[src/rtl/core/tcs_pkg.sv]
// ----------------------------------------------------------------------------
// tcs_pkg
// Shared constants and types for the telnet command stripper.
// ----------------------------------------------------------------------------
package tcs_pkg;

    localparam int unsigned ByteW = 8;

    localparam logic [ByteW-1:0] TEL_IAC = 8'd255;
    localparam logic [ByteW-1:0] TEL_SB  = 8'd250;
    localparam logic [ByteW-1:0] TEL_SE  = 8'd240;
    localparam logic [ByteW-1:0] CH_CR   = 8'h0D;
    localparam logic [ByteW-1:0] CH_LF   = 8'h0A;

    // Parser phase, one-hot.
    typedef enum logic [6:0] {
        PH_NORMAL   = 7'b0000001,
        PH_AFTER_CR = 7'b0000010,
        PH_IAC      = 7'b0000100,
        PH_CMD_OPT  = 7'b0001000,
        PH_SB_OPT   = 7'b0010000,
        PH_SB_BODY  = 7'b0100000,
        PH_SB_IAC   = 7'b1000000
    } t_phase;

    typedef struct packed {
        t_phase           next_phase;
        logic             emit;
        logic [ByteW-1:0] data;
    } t_parse_result;

endpackage

[src/rtl/core/tcs_parser.sv]
// ----------------------------------------------------------------------------
// tcs_parser
// Next-phase and output decision for one telnet stream word.
// ----------------------------------------------------------------------------
module tcs_parser (
    input  tcs_pkg::t_phase              i_phase,
    input  logic [tcs_pkg::ByteW-1:0]    i_byte,
    output tcs_pkg::t_parse_result       o_result
);

    tcs_pkg::t_parse_result w_plain;

    // Handling of a word in the normal data phase.
    always_comb begin
        w_plain.emit = 1'b1;
        w_plain.data = i_byte;
        w_plain.next_phase = tcs_pkg::PH_NORMAL;
        if (i_byte == tcs_pkg::TEL_IAC) begin
            w_plain.emit = 1'b0;
            w_plain.next_phase = tcs_pkg::PH_IAC;
        end else if (i_byte == tcs_pkg::CH_CR) begin
            w_plain.data = tcs_pkg::CH_LF;
            w_plain.next_phase = tcs_pkg::PH_AFTER_CR;
        end
    end

    always_comb begin
        o_result.emit = 1'b0;
        o_result.data = i_byte;
        o_result.next_phase = i_phase;
        unique case (i_phase)
            tcs_pkg::PH_AFTER_CR: begin
                if (i_byte == tcs_pkg::CH_LF) begin
                    o_result.next_phase = tcs_pkg::PH_NORMAL;
                end else begin
                    o_result = w_plain;
                end
            end
            tcs_pkg::PH_IAC: begin
                if (i_byte == tcs_pkg::TEL_IAC) begin
                    o_result.emit = 1'b1;
                    o_result.data = tcs_pkg::TEL_IAC;
                    o_result.next_phase = tcs_pkg::PH_NORMAL;
                end else if (i_byte == tcs_pkg::TEL_SB) begin
                    o_result.next_phase = tcs_pkg::PH_SB_OPT;
                end else begin
                    o_result.next_phase = tcs_pkg::PH_CMD_OPT;
                end
            end
            tcs_pkg::PH_CMD_OPT: begin
                o_result.next_phase = tcs_pkg::PH_NORMAL;
            end
            tcs_pkg::PH_SB_OPT: begin
                // The option word is skipped without looking at it.
                o_result.next_phase = tcs_pkg::PH_SB_BODY;
            end
            tcs_pkg::PH_SB_BODY: begin
                if (i_byte == tcs_pkg::TEL_IAC) begin
                    o_result.next_phase = tcs_pkg::PH_SB_IAC;
                end
            end
            tcs_pkg::PH_SB_IAC: begin
                // A repeated IAC keeps waiting for SE.
                if (i_byte == tcs_pkg::TEL_SE) begin
                    o_result.next_phase = tcs_pkg::PH_NORMAL;
                end else if (i_byte != tcs_pkg::TEL_IAC) begin
                    o_result.next_phase = tcs_pkg::PH_SB_BODY;
                end
            end
            default: begin
                o_result = w_plain;
            end
        endcase
    end

endmodule

[src/rtl/core/telnet_command_stripper.sv]
// ----------------------------------------------------------------------------
// telnet_command_stripper
// Removes telnet commands from a byte stream and passes the user data on.
// ----------------------------------------------------------------------------
// At most one word enters and at most one word leaves per cycle. Each word
// is captured in an input register, decoded against the parser phase
// combinationally, and its result lands in an output register, which drives
// output valid. The sustained rate is one word per clock while the output
// side does not stall. Plain words pass through, CR leaves as LF and a
// directly following LF is dropped, IAC IAC yields one 255 word,
// subnegotiations up to IAC SE are dropped, and any other IAC command is
// dropped together with its command and option words.
module telnet_command_stripper (
    input  logic                          i_clk,
    input  logic                          i_rst_n,
    input  logic                          i_in_valid,
    output logic                          o_in_stall,
    input  logic [tcs_pkg::ByteW-1:0]     i_in_byte,
    output logic                          o_out_valid,
    input  logic                          i_out_stall,
    output logic [tcs_pkg::ByteW-1:0]     o_out_byte
);

    logic                         r_in_valid;
    logic                         n_in_valid;
    logic [tcs_pkg::ByteW-1:0]    r_in_byte;
    tcs_pkg::t_phase              r_phase;
    logic                         r_out_valid;
    logic [tcs_pkg::ByteW-1:0]    r_out_byte;
    logic                         w_out_free;
    logic                         w_adv;
    logic                         w_in_acc;
    tcs_pkg::t_parse_result       w_res;

    tcs_parser u_parser (
        .i_phase  (r_phase),
        .i_byte   (r_in_byte),
        .o_result (w_res)
    );

    assign w_out_free = !r_out_valid || !i_out_stall;
    assign w_adv      = r_in_valid && w_out_free;
    assign o_in_stall = r_in_valid && !w_out_free;
    assign w_in_acc   = i_in_valid && !o_in_stall;

    always_comb begin
        n_in_valid = r_in_valid;
        if (w_in_acc) begin
            n_in_valid = 1'b1;
        end else if (w_adv) begin
            n_in_valid = 1'b0;
        end
    end

    always_ff @(posedge i_clk) begin
        if (!i_rst_n) begin
            r_in_valid  <= 1'b0;
            r_phase     <= tcs_pkg::PH_NORMAL;
            r_out_valid <= 1'b0;
        end else begin
            r_in_valid <= n_in_valid;
            if (w_adv) begin
                r_phase <= w_res.next_phase;
            end
            if (w_out_free) begin
                r_out_valid <= w_adv && w_res.emit;
            end
        end
    end

    always_ff @(posedge i_clk) begin
        if (w_in_acc) begin
            r_in_byte <= i_in_byte;
        end
        if (w_adv && w_res.emit) begin
            r_out_byte <= w_res.data;
        end
    end

    assign o_out_valid = r_out_valid;
    assign o_out_byte  = r_out_byte;

    // An emitted result must show up on the output in the next cycle.
    a_emit_reaches_out: assert property (@(posedge i_clk) disable iff (!i_rst_n)
        (w_adv && w_res.emit) |=> o_out_valid)
        else $error("emitted word did not reach the output register");

    // IAC IAC produces a single 255 word.
    a_iac_escape: assert property (@(posedge i_clk) disable iff (!i_rst_n)
        (w_adv && r_phase == tcs_pkg::PH_IAC && r_in_byte == tcs_pkg::TEL_IAC)
        |=> (o_out_valid && o_out_byte == tcs_pkg::TEL_IAC))
        else $error("escaped IAC not delivered as 255");

    // Nothing leaves while a command or subnegotiation is being skipped.
    a_no_emit_in_cmd: assert property (@(posedge i_clk) disable iff (!i_rst_n)
        (r_in_valid && (r_phase == tcs_pkg::PH_CMD_OPT || r_phase == tcs_pkg::PH_SB_OPT
            || r_phase == tcs_pkg::PH_SB_BODY || r_phase == tcs_pkg::PH_SB_IAC))
        |-> !w_res.emit)
        else $error("word emitted inside a command");

    // CR is always mapped to LF, so it never appears on the output.
    a_no_cr_out: assert property (@(posedge i_clk) disable iff (!i_rst_n)
        o_out_valid |-> (o_out_byte != tcs_pkg::CH_CR))
        else $error("CR word on the output");

endmodule
[config.mk]
export PLATFORM = sky130hd
export DESIGN_NAME = telnet_command_stripper
export DESIGN_NICKNAME = d
export VERILOG_FILES = /design/src/rtl/core/tcs_pkg.sv /design/src/rtl/core/tcs_parser.sv /design/src/rtl/core/telnet_command_stripper.sv
export SDC_FILE = /design/constraint.sdc
export NUM_CORES = 1
export LEC_CHECK = 0
export BUFFER_PORTS_ARGS = -buffer_cell sky130_fd_sc_hd__buf_2
export CAP_MARGIN = 20
export CORE_UTILIZATION = 61
export CTS_BUF_LIST = sky130_fd_sc_hd__clkbuf_4 sky130_fd_sc_hd__clkbuf_8
export CTS_CLUSTER_SIZE = 14
export DETAILED_ROUTE_END_ITERATION = 6
export GPL_ROUTABILITY_DRIVEN = 0
export PLACE_DENSITY = 0.86
export REMOVE_ABC_BUFFERS = 1
export SLEW_MARGIN = 20
export SYNTH_ARGS = -nofsm -noshare
export SYNTH_HDL_FRONTEND = slang
export SYNTH_HIERARCHICAL = 1
export SYNTH_SLANG_ARGS = --single-unit
[constraint.sdc]
create_clock -name i_clk -period 3.9 [get_ports i_clk]
set_input_delay 0 -clock i_clk [delete_from_list [all_inputs] [get_ports i_clk]]
set_output_delay 0 -clock i_clk [all_outputs]
set_load 0.1 [all_outputs]
==> results of run 1 <==
[final cells by class]
type / count / share of cell area [%]
sequential: 25 / 44.3
clock buffer: 3 / 1.51
inverter: 3 / 0.755
multi-input combinational: 82 / 36.9
timing repair buffer: 31 / 13.8
clock inverter: 1 / 0.503
tap: 27 / 2.27
[placed cells by master, fill, tap and decap left out, types with 2 or more instances in the layout]
cell | Yosys | routed
sky130_fd_sc_hd__nor2b_1 | 3 | 3
sky130_fd_sc_hd__dlygate4sd3_1 | 1 | 10
sky130_fd_sc_hd__inv_1 | 3 | 3
sky130_fd_sc_hd__a21oi_1 | 4 | 4
sky130_fd_sc_hd__o211ai_1 | 2 | 2
sky130_fd_sc_hd__and3_1 | 2 | 2
sky130_fd_sc_hd__o31ai_1 | 2 | 2
sky130_fd_sc_hd__nand2_1 | 20 | 20
sky130_fd_sc_hd__clkbuf_4 | 0 | 3
sky130_fd_sc_hd__nor2_1 | 5 | 5
sky130_fd_sc_hd__o31a_1 | 2 | 2
sky130_fd_sc_hd__edfxtp_1 | 16 | 16
sky130_fd_sc_hd__nor4_1 | 2 | 2
sky130_fd_sc_hd__mux2i_1 | 8 | 8
sky130_fd_sc_hd__nor3_1 | 3 | 3
sky130_fd_sc_hd__dfxtp_1 | 9 | 9
sky130_fd_sc_hd__nand4_1 | 2 | 2
sky130_fd_sc_hd__buf_2 | 1 | 21
sky130_fd_sc_hd__a31oi_1 | 2 | 2
sky130_fd_sc_hd__nand3_1 | 4 | 4
sky130_fd_sc_hd__or4_1 | 2 | 2
[report_power, final]
part / internal, mW / switching [mW]
Clock: 0.0393 / 0.0827
Combinational: 0.0210 / 0.0504
Sequential: 0.293 / 0.00921
[stage by stage]
step           hold WS, ns  total power, mW  setup WS (ns)  util [%]  instances
2_1_floorplan       0.0989            0.354           1.29         -        110
3_3_place_gp         0.176            0.369           1.70      69.4        158
3_5_place_dp         0.178            0.371           1.59      69.4        158
4_1_cts            0.00893            0.494           1.57      76.0        172
5_1_grt             0.0283            0.514           1.44      76.0        172
6_report            0.0261            0.496           1.55      76.0        172
[layer usage]
| metal | part of all wire [%] | up-vias | wire [um] | GRT usage, % |
|---|---|---|---|---|
| li1 | - | 490 | - | - |
| met1 | 38 | 511 | 1040 | 30.7 |
| met2 | 53 | 58 | 1440 | 45.9 |
| met3 | 6.4 | 10 | 173 | 2.26 |
| met4 | 2.0 | 0 | 54 | 8.89 |
| met5 | 0 | - | 0 | 0 |
[timing repair]
item	4_1_cts	5_1_grt
hold endpoints to repair	10	0
hold buffers	10	0
resized for setup	0	0
[flip-flops by register name (all words and copies together) (netlist names)]
signal and cells:
o_out_valid 1, r_in_byte 8, r_phase 7, r_in_valid 1, o_out_byte 8
[how the worst min path moves through the flow]
stage,start,end
5_1_grt,i_rst_n,o_out_valid
6_report,i_rst_n,r_in_valid
3_5_place_dp,i_in_byte[0],r_in_byte[0]
2_1_floorplan,i_in_byte[0],r_in_byte[0]
3_3_place_gp,i_in_byte[0],r_in_byte[0]
4_1_cts,i_rst_n,r_in_valid
[synth_stat cells, types with 3 or more instances]
cell	n	area share [%]
sky130_fd_sc_hd__mux2i_1	8	6.3
sky130_fd_sc_hd__nor2b_1	3	1.5
sky130_fd_sc_hd__clkbuf_1	4	1.2
sky130_fd_sc_hd__nor3_1	3	1.2
sky130_fd_sc_hd__dfxtp_1	9	14
sky130_fd_sc_hd__nand2_1	20	5.9
sky130_fd_sc_hd__nand3_1	4	1.6
sky130_fd_sc_hd__nor2_1	5	1.5
sky130_fd_sc_hd__inv_1	3	0.88
sky130_fd_sc_hd__edfxtp_1	16	38
sky130_fd_sc_hd__a21oi_1	4	1.6
[logic make-up after synthesis]
| logic type | after synthesis |
|---|---|
| AND/OR/NAND/NOR | 53 |
| multiplexers | 8 |
| AO/OA/AOI/OAI | 20 |
| flip-flops | 25 |
| buffers and inverters | 11 |
| XOR/XNOR | 1 |
[critical path: stages (launching register included)]
cell and delay, ns:
sky130_fd_sc_hd__dfxtp_1 0.40, sky130_fd_sc_hd__or3_4 0.43, sky130_fd_sc_hd__nor3_2 0.19, sky130_fd_sc_hd__nand4b_1 0.19
sky130_fd_sc_hd__o31ai_1 0.12, sky130_fd_sc_hd__nand2_1 0.10, sky130_fd_sc_hd__a21oi_1 0.57
==> reports/qor_table.md, run 1 <==
| Quantity | Value |
|---|---|
| Horizontal die dimension | 47.7 um |
| First drt pass iteration count | 4 |
| Number of max-slew violations in the final report | 0 |
| Post-layout min period | 2.35 ns |
| Sequential element share of the synthesized area | 51.8% |
| Antenna diodes | 0 |
| R2r endpoint | o_out_byte[1] |
| Post-DP HPWL | 1.74 mm |
| Capturing element type of the critical path | flip-flop |
| Die H | 47.7 um |
| Worst-skew pair later-pin latency | 0.33 ns |
| Critical Path AT | 2.33 ns |
| Layout cell share with drive strength beyond 1 | 23.4% |
| Leakage Power | 0.493 nW |
| Filler cells | 145 |
| I/O pins | 22 |
| Post-synthesis mux area share | 6.28% |
| Count of antenna-violating nets left after detailed routing | 0 |
| Worst reg2reg setup slack | 1.55 ns |
| Biggest fanout along the worst timing path | 8 |
| Count of input and output buffers | 21 |
| Required @ worst endpoint | 3.88 ns |
| Run status | finished clean |
| Total clock buffers created by CTS | 3 |
| Post-DP Area | 0.00136 mm2 |
| Setup fix buffers added after clock tree synthesis | 0 |
| Share of synthesized cell area in and, or, nand and nor gates | 24.3% |
| Kind of critical path | reg2reg |
| Worst Max-Slew Pin Slew | 0.712 ns |
| Final count of negative-setup-slack endpoints | 0 |
| Number of rows created at floorplan | 16 |
| Clock tree from TritonCTS | yes |
| Number of global-route vias before repair | 892 |
| Launch point of the worst path | r_phase[6] |
| Share of async-settable or async-resettable flops after synthesis | 0% |
| Clock-pin slew reported for the worst setup and hold paths after clock tree synthesis | 0.14 ns |
| Combined global-route utilization of all metal layers | 25.1% |
| Final worst-path cycle share | 60.3% |
| Capturing instance or port of the critical path | o_out_byte[1] |
| Cells after synthesis | 118 |
| Reg2Reg Depth | 6 |
| Post-route setup TNS | 0 ns |
| DRC viols | 0 |
| Via count | 1069 |
| Largest clock skew in the final design | 0.00310 ns |
| Synth Cell Area | 0.00127 mm2 |
| Clock root buffer | sky130_fd_sc_hd__clkbuf_4 |
| Initial Utilization | 65.0% |
| Area taken by multi-input logic gates | 551 um2 |
| Worst ir drop on vdd | 0.000314 V |
| Most used flip-flop cell after synthesis | sky130_fd_sc_hd__edfxtp_1 |
| Average cell area after synthesis | 10.8 um2 |
| Synthesized-area fraction occupied by ao, oa, aoi and oai cells | 11.9% |
| Area inside the core boundary | 0.00196 mm2 |
| Combinational family with the most area after synthesis | simple AND/OR/NAND/NOR gates |
| EDFF count, synth | 16 |
| Number of storage elements in the synthesis netlist | 25 |
| Post-synthesis to final-layout area growth | 17.0% |
| Source of the worst register-to-register timing path | r_phase[6] |
| Total of warnings raised by yosys | 6 |
| Post-synthesis share of cell area spent on xor and xnor gates | 0.687% |
| Longest Clk Path Bufs | 2 |
| Detailed router's first-iteration violation count | 32 |
| First-pass GRT wire length | 3.90 mm |
| Number of distinct standard cells referenced by the synthesized netlist | 41 |
| Power density over the cells | 333 mW/mm2 |
| Maximum level of the CTS H-tree | 1 |
| Total detailed-routing wirelength | 2.71 mm |
| Per-cell via count in the routed design | 6.22 |
| Unrepaired setup endpoints after global routing | no |
| Post-route standard cell area excluding fillers | 0.00149 mm2 |
| Final net count | 158 |
| Largest net degree at the start of global routing | 17 |
| Final Hold Viols | 0 |
| Hold Path Class | in2reg |
| Post-synthesis adder-cell area fraction | 0% |
| Max cap viols | 0 |
| Clock sinks | 25 |
| Reg area | 661 um2 |
| Hold Path Cell Cnt | 2 |
| Mean routed wirelength per cell | 15.7 um |
| Floorplan die area | 0.00228 mm2 |
| Antenna violations before repair | 0 |
| Max Freq | 425 MHz |
| Worst max-slew margin expressed relative to the limit | 52.6% |
| Global route overflow | 0 |
| Crit start category | flip-flop |
No activity file was read; power rests on OpenSTA's default activity.
==> inputs of run 2 (changes only) <==
--- a/config.mk
+++ b/config.mk
@@ -5,14 +5,16 @@
 export SDC_FILE = /design/constraint.sdc
 export NUM_CORES = 1
 export LEC_CHECK = 0
+export ABC_AREA = 1
 export BUFFER_PORTS_ARGS = -buffer_cell sky130_fd_sc_hd__buf_2
 export CAP_MARGIN = 20
-export CORE_UTILIZATION = 61
+export CORE_ASPECT_RATIO = 2
+export CORE_UTILIZATION = 53
 export CTS_BUF_LIST = sky130_fd_sc_hd__clkbuf_4 sky130_fd_sc_hd__clkbuf_8
 export CTS_CLUSTER_SIZE = 14
 export DETAILED_ROUTE_END_ITERATION = 6
 export GPL_ROUTABILITY_DRIVEN = 0
-export PLACE_DENSITY = 0.86
+export PLACE_DENSITY = 0.78
 export REMOVE_ABC_BUFFERS = 1
 export SLEW_MARGIN = 20
 export SYNTH_ARGS = -nofsm -noshare
==> constraint.sdc (replaced) <==
create_clock -name i_clk -period 2.1 [get_ports i_clk]
set_input_delay 0 -clock i_clk [delete_from_list [all_inputs] [get_ports i_clk]]
set_output_delay 0 -clock i_clk [all_outputs]
set_load 0.1 [all_outputs]
==> run 2 against run 1 <==
The flow now finishes with violations (negative hold slack). Final area grew 13%. Critical path type unchanged. Largest power group unchanged. Setup slack worse by 1.3 ns. Largest cell class unchanged. Highest routed layer unchanged. Via count rose by 14%. Sequential power grew 91%.
==> reports/qor_table.md, run 2 <==
| Quantity | Value |
|---|---|
| Die H | 75.8 um |
| Most used flip-flop cell after synthesis | sky130_fd_sc_hd__edfxtp_1 |
| Floorplan die area | 0.00295 mm2 |
| Portion of total power attributed to the clock network | 27.7% |
| Final count of negative-setup-slack endpoints | 0 |
| Hold Path Cell Cnt | 2 |
| Worst-skew pair later-pin latency | 0.28 ns |
| Clock-pin slew reported for the worst setup and hold paths after clock tree synthesis | 0.10 ns |
| Critical Path AT | 1.87 ns |
| Clock tree from TritonCTS | yes |
| Longest Clk Path Bufs | 2 |
| Filler cells | 217 |
| Number of global-route vias before repair | 1147 |
| Net Sw Power | 0.343 mW |
| Synth Cell Area | 0.00145 mm2 |
| Met3 usage | 4.37% |
| Leakage Power | 0.782 nW |
| Post-synthesis mux area share | 0% |
| Largest net degree at the start of global routing | 17 |
| Worst reg2reg setup slack | 0.21 ns |
| Met1 Use GR | 24.2% |
| Max cap viols | 0 |
| Post-layout min period | 1.89 ns |
| DRC viols | 0 |
| Top post-synthesis cells by count | 39 x sky130_fd_sc_hd__nand2_1, 26 x sky130_fd_sc_hd__inv_1, 26 x sky130_fd_sc_hd__nor2_1, 16 x sky130_fd_sc_hd__edfxtp_1, 11 x sky130_fd_sc_hd__nand3_1 |
| Final Hold Viols | 1 |
| Number of max-slew violations in the final report | 0 |
| Via count | 1223 |
| Post-synthesis share of cell area spent on xor and xnor gates | 0% |
| Run status | complete, but fails checks |
| Hold Startpoint | i_rst_n |
| Top library cells by usage in the layout, fill and taps aside | 39 x sky130_fd_sc_hd__nand2_1, 26 x sky130_fd_sc_hd__inv_1, 26 x sky130_fd_sc_hd__nor2_1 |
| Internal power component | 0.755 mW |
| Horizontal die dimension | 38.9 um |
| Initial Utilization | 56.2% |
| Average cell area after synthesis | 8.03 um2 |
| R2r endpoint | o_out_byte[1] |
| Cells after synthesis | 180 |
| Post-route setup TNS | 0 ns |
| Combined global-route utilization of all metal layers | 25.2% |
| Biggest fanout along the worst timing path | 8 |
| Count of instances resized after the clock tree is built | 0 |
| Net switching fraction of the power | 31.2% |
| Most instantiated library cell after synthesis | sky130_fd_sc_hd__nand2_1 |
| Sequential share of power | 52.6% |
| Most common cell after layout, fill and taps aside | sky130_fd_sc_hd__nand2_1 |
| Antenna diodes | 0 |
| Share of synthesized cell area in and, or, nand and nor gates | 36.2% |
| Source of the worst register-to-register timing path | r_in_byte[6] |
| First drt pass iteration count | 6 |
| Post-synthesis adder-cell area fraction | 0% |
| Number of distinct standard cells referenced by the synthesized netlist | 26 |
| Total of warnings raised by yosys | 6 |
| Worst-case setup margin in the final layout | 0.213 ns |
| Crit start category | flip-flop |
| Endpoint with the worst hold slack | r_phase[0] |
| Final net count | 220 |
| Area inside the core boundary | 0.00257 mm2 |
| EDFF count, synth | 16 |
| Antenna violations before repair | 0 |
| Violations in the final reports | negative hold slack |
| Per-cell via count in the routed design | 5.20 |
| Kind of critical path | reg2reg |
| Power density over the cells | 654 mW/mm2 |
| Most area-consuming cells after synthesis | sky130_fd_sc_hd__edfxtp_1 33%, sky130_fd_sc_hd__dfxtp_1 12%, sky130_fd_sc_hd__nand2_1 10% |
| Hold_ws | -0.0101 ns |
| Post-DP HPWL | 2.24 mm |
| Count of input and output buffers | 21 |
| Clock sinks | 25 |
| Unrepaired setup endpoints after global routing | no |
| Largest clock skew in the final design | 0.0153 ns |
| Gate power share | 19.6% |
| Number of rows created at floorplan | 26 |
| Sum of internal, switching and leakage power | 1.10 mW |
| Worst Max-Slew Pin Slew | 0.494 ns |
| Sequential element share of the synthesized area | 45.7% |
| Layout cell share with drive strength beyond 1 | 27.1% |
| Highest-utilization routing layer at the global route stage | met2 |
| Clock root buffer | sky130_fd_sc_hd__clkbuf_8 |
| Reg2Reg Depth | 11 |
| Max Freq | 530 MHz |
| Global route overflow | 0 |
| Cell type with the largest total area after synthesis | sky130_fd_sc_hd__edfxtp_1 |
| First-pass GRT wire length | 5.05 mm |
| Mean routed wirelength per cell | 13.6 um |
| Worst ir drop on vdd | 0.000619 V |
| Required @ worst endpoint | 2.08 ns |
| Capturing element type of the critical path | flip-flop |
| Hold Path Class | in2reg |
| Total detailed-routing wirelength | 3.20 mm |
| Total clock buffers created by CTS | 3 |
| Final worst-path cycle share | 89.9% |
| Combinational family with the most area after synthesis | simple AND/OR/NAND/NOR gates |
| Number of storage elements in the synthesis netlist | 25 |
| Share of async-settable or async-resettable flops after synthesis | 0% |
| Synthesized-area fraction occupied by ao, oa, aoi and oai cells | 6.75% |
| I/O pins | 22 |
| Worst max-slew margin expressed relative to the limit | 67.3% |
| Detailed router's first-iteration violation count | 40 |
| Global-route met2 utilization | 44.6% |
| Worst setup slack after placement | 0.356 ns |
| Post-synthesis to final-layout area growth | 16.2% |
| Count of antenna-violating nets left after detailed routing | 0 |
| Yosys top cell area share | 33.2% |
| Setup fix buffers added after clock tree synthesis | 0 |
| Post-DP Area | 0.00154 mm2 |
| Maximum level of the CTS H-tree | 1 |
| Post-route standard cell area excluding fillers | 0.00168 mm2 |
run 2: changes by cell type after synthesis, sizes merged, moves of 2 or more:
cell	previous run	this run
nand2	20	46
o31ai	2	0
o31a	2	0
inv	3	26
a31oi	2	0
a21oi	5	10
nor2	5	39
mux2i	8	0
nand3	4	15
nor2b	3	0
nor4	3	1
buf	3	5
nor3	4	1
or4	3	0
run 2: what timing repair did:
item                                    CTS  global route
hold buffers                              9             0
hold endpoints to repair                  9             0
endpoints found under the setup margin    0             0
run 2: worst max-delay path by stage:
stage / startpoint / endpoint / slack, ns
after floorplan: o_out_valid / o_out_byte[0] / 0.22
after global placement: r_in_byte[7] / o_out_byte[0] / 0.40
after detailed placement: r_in_byte[5] / o_out_byte[1] / 0.36
after CTS: r_in_byte[5] / o_out_byte[5] / 0.30
after global routing: r_in_byte[6] / o_out_byte[0] / 0.03
final: r_in_byte[6] / o_out_byte[1] / 0.21
run 2: final cells by class:
class	instances	area, um2	share of cell area (%)
multi-input cells	119	621	37.0
repair buffers	32	210	12.5
well taps	28	35.0	2.09
clock buffers	3	41.3	2.46
inverters	27	103	6.11
clock inverters	1	8.76	0.522
flip-flops and latches	25	661	39.3
run 2: stage by stage:
step                util, %  hold slack (ns)  std cells
floorplan                 -           0.0841        171
global placement       59.9            0.176        222
detailed placement     59.9            0.179        222
CTS                    65.3          0.00401        235
global route           65.3          0.00268        235
finish                 65.3          -0.0101        235
run 2: cell families after synthesis:
family          Yosys count
buf+inv                  36
simple gates            104
flops                    25
compound gates           15
run 2: power groups by stage:
stage	clock (mW)	sequential [mW]	combinational (mW)
finish	0.304	0.578	0.216
global route	0.328	0.583	0.233
floorplan	0	0.654	0.0859
CTS	0.302	0.577	0.212
detailed placement	0	0.588	0.198
global placement	0	0.587	0.194
run 2: metal layers:
metal  up-vias  part of all wire, %
met4         0                  6.9
met2        40                   55
met5         -                    0
met3        18                  3.7
met1       550                   35
li1        615                    -
run 2: critical path, cell delays in order (launching register included):
cell and delay (ns):
sky130_fd_sc_hd__edfxtp_1 0.41, sky130_fd_sc_hd__nand2_1 0.12, sky130_fd_sc_hd__nor2_2 0.23, sky130_fd_sc_hd__nand2_4 0.11
sky130_fd_sc_hd__clkinv_2 0.09, sky130_fd_sc_hd__nand2_1 0.09, sky130_fd_sc_hd__nand2_1 0.08, sky130_fd_sc_hd__inv_1 0.04
sky130_fd_sc_hd__nand2_1 0.05, sky130_fd_sc_hd__inv_1 0.06, sky130_fd_sc_hd__nor2_1 0.12, sky130_fd_sc_hd__buf_4 0.19
==> inputs of run 3 (changes only) <==
--- a/config.mk
+++ b/config.mk
@@ -5,16 +5,14 @@
 export SDC_FILE = /design/constraint.sdc
 export NUM_CORES = 1
 export LEC_CHECK = 0
-export ABC_AREA = 1
 export BUFFER_PORTS_ARGS = -buffer_cell sky130_fd_sc_hd__buf_2
 export CAP_MARGIN = 20
-export CORE_ASPECT_RATIO = 2
-export CORE_UTILIZATION = 53
+export CORE_UTILIZATION = 51
 export CTS_BUF_LIST = sky130_fd_sc_hd__clkbuf_4 sky130_fd_sc_hd__clkbuf_8
 export CTS_CLUSTER_SIZE = 14
 export DETAILED_ROUTE_END_ITERATION = 6
 export GPL_ROUTABILITY_DRIVEN = 0
-export PLACE_DENSITY = 0.78
+export PLACE_DENSITY = 0.88
 export REMOVE_ABC_BUFFERS = 1
 export SLEW_MARGIN = 20
 export SYNTH_ARGS = -nofsm -noshare
==> run 3 against run 2 <==
The flow now finishes without violations. Maximum frequency fell by 5.2%. Clock power fell by 31%. Global-route usage fell by 2.0 points. Final cell count fell by 19%. Non-clock buffer count rose by 16. Clock skew fell by 0.011 ns. Setup slack got worse by 0.10 ns. Utilization rose by 5.9 points. Combinational power fell by 31%. Critical path type unchanged. Largest power group unchanged.
==> reports/qor_table.md, run 3 (synthesis gave the netlist of run 1 again) <==
| Quantity | Value |
|---|---|
| Crit-path max cell delay | 0.39 ns |
| Worst max-slew margin expressed relative to the limit | 56.8% |
| Number of rows created at floorplan | 17 |
| Clock sinks | 25 |
| Buffers plus inverters on the worst setup path | 0 |
| Horizontal die dimension | 52 um |
| Number of non-filler instances in the completed layout | 190 |
| Post-synthesis to final-layout area growth | 27.2% |
| Count of input and output buffers | 21 |
| Antenna diodes | 0 |
| Max cap viols | 0 |
| Top library cells by usage in the layout, fill and taps aside | 21 x sky130_fd_sc_hd__buf_2, 20 x sky130_fd_sc_hd__nand2_1, 17 x sky130_fd_sc_hd__buf_4 |
| First-pass GRT wire length | 4.43 mm |
| Highest-delay cell along the critical path | sky130_fd_sc_hd__dfxtp_1 |
| Final worst-path cycle share | 94.8% |
| Combined global-route utilization of all metal layers | 23.2% |
| DRC viols | 0 |
| Filler cells | 152 |
| Run status | finished clean |
| Worst Max-Slew Pin Slew | 0.647 ns |
| Total clock buffers created by CTS | 3 |
| Post-route setup TNS | 0 ns |
| Final net count | 175 |
| Required @ worst endpoint | 2.09 ns |
| First drt pass iteration count | 6 |
| Leakage Power | 0.584 nW |
| CP delay by family, top | simple AND/OR/NAND/NOR gates |
| Detailed router's first-iteration violation count | 34 |
| Floorplan die area | 0.00270 mm2 |
| Power density over the cells | 566 mW/mm2 |
| Mean routed wirelength per cell | 14.4 um |
| Hold Path Class | in2reg |
| Worst ir drop on vdd | 0.000632 V |
| Die H | 52 um |
| Worst reg2reg setup slack | 0.11 ns |
| Count of antenna-violating nets left after detailed routing | 0 |
| Clock root buffer | sky130_fd_sc_hd__clkbuf_4 |
| Per-cell via count in the routed design | 5.74 |
| Clock-pin slew reported for the worst setup and hold paths after clock tree synthesis | 0.13 ns |
| Clock tree from TritonCTS | yes |
| Maximum level of the CTS H-tree | 1 |
| Post-layout min period | 1.99 ns |
| Worst-skew pair later-pin latency | 0.32 ns |
| Max Freq | 502 MHz |
| Post-DP HPWL | 1.97 mm |
| Critical Path AT | 1.98 ns |
| Number of global-route vias before repair | 1015 |
| Area inside the core boundary | 0.00228 mm2 |
| Antenna violations before repair | 0 |
| Most common cell after layout, fill and taps aside | sky130_fd_sc_hd__buf_2 |
| Number of max-slew violations in the final report | 0 |
| Largest clock skew in the final design | 0.00413 ns |
| Crit-path cells | or3_4, nor3_2, nand4b_1, o31ai_1, nand2_1, a21oi_2 |
| I/O pins | 22 |
| Total detailed-routing wirelength | 2.73 mm |
| Final count of negative-setup-slack endpoints | 0 |
| Via count | 1090 |
| Number of placed instances with taps included | 176 |
| Biggest fanout along the worst timing path | 8 |
| Unrepaired setup endpoints after global routing | no |
| Longest Clk Path Bufs | 2 |
| Final Hold Viols | 0 |
| Initial Utilization | 56.0% |
| Global route overflow | 0 |
| Layout cell share with drive strength beyond 1 | 32.1% |
| Kind of critical path | reg2reg |
| Largest net degree at the start of global routing | 17 |
| Capturing element type of the critical path | flip-flop |
| Crit start category | flip-flop |
run 3: worst reg2reg max path: cells and delay by family, from the launching register on:
family | cells | cell delay, ns
AND/OR/NAND/NOR | 4 | 0.79
AO/OA/AOI/OAI | 2 | 0.48
flip-flops | 1 | 0.39
run 3: layer usage:
| metal | track usage, % | wire [um] | up-vias |
|---|---|---|---|
| li1 | - | - | 528 |
| met1 | 26.9 | 1130 | 516 |
| met2 | 41.7 | 1440 | 39 |
| met3 | 1.75 | 93 | 7 |
| met4 | 12.6 | 70 | 0 |
| met5 | 0 | 0 | - |
run 3: power by group:
part | switching [mW] | leakage, nW | internal (mW)
logic | 0.102 | 0.341 | 0.0478
registers | 0.0118 | 0.226 | 0.544
clock network | 0.140 | 0.0177 | 0.0715
run 3: layout make-up:
class	count	area (um2)	share of cell area, %
Sequential cell	25	661	40.7
Multi-Input combinational cell	82	554	34.2
Timing Repair Buffer	48	333	20.5
Tap cell	28	35.0	2.16
Clock buffer	3	22.5	1.39
Inverter	3	11.3	0.694
Clock inverter	1	5.00	0.309
run 3: what timing repair did:
item	in CTS	in global routing
endpoints found under the hold margin	10	0
gates resized for setup	1	0
buffers inserted	0	0
setup endpoints to repair	8	0
hold buffers	10	0
run 3: worst paths after layout:
| path | cells after the start | from | to |
|---|---|---|---|
| worst max-delay path | 6 | r_phase[5] | o_out_byte[5] |
| worst min-delay path | 2 | i_rst_n | r_in_valid |
| worst max register to register | 6 | r_phase[5] | o_out_byte[5] |
| worst min register to register | 2 | r_phase[1] | r_phase[1] |
run 3: per-stage QoR:
step	hold WS, ns	cell area [um2]	utilization (%)	power, mW	setup slack [ns]
after floorplan	0.0989	1220	-	0.657	-0.505
after global placement	0.177	1490	65.5	0.695	0.0476
after detailed placement	0.178	1490	65.5	0.700	-0.0946
after CTS	0.0243	1620	71.2	0.920	0.111
after global routing	0.0265	1620	71.2	0.958	0.00412
final	0.0337	1620	71.2	0.918	0.108
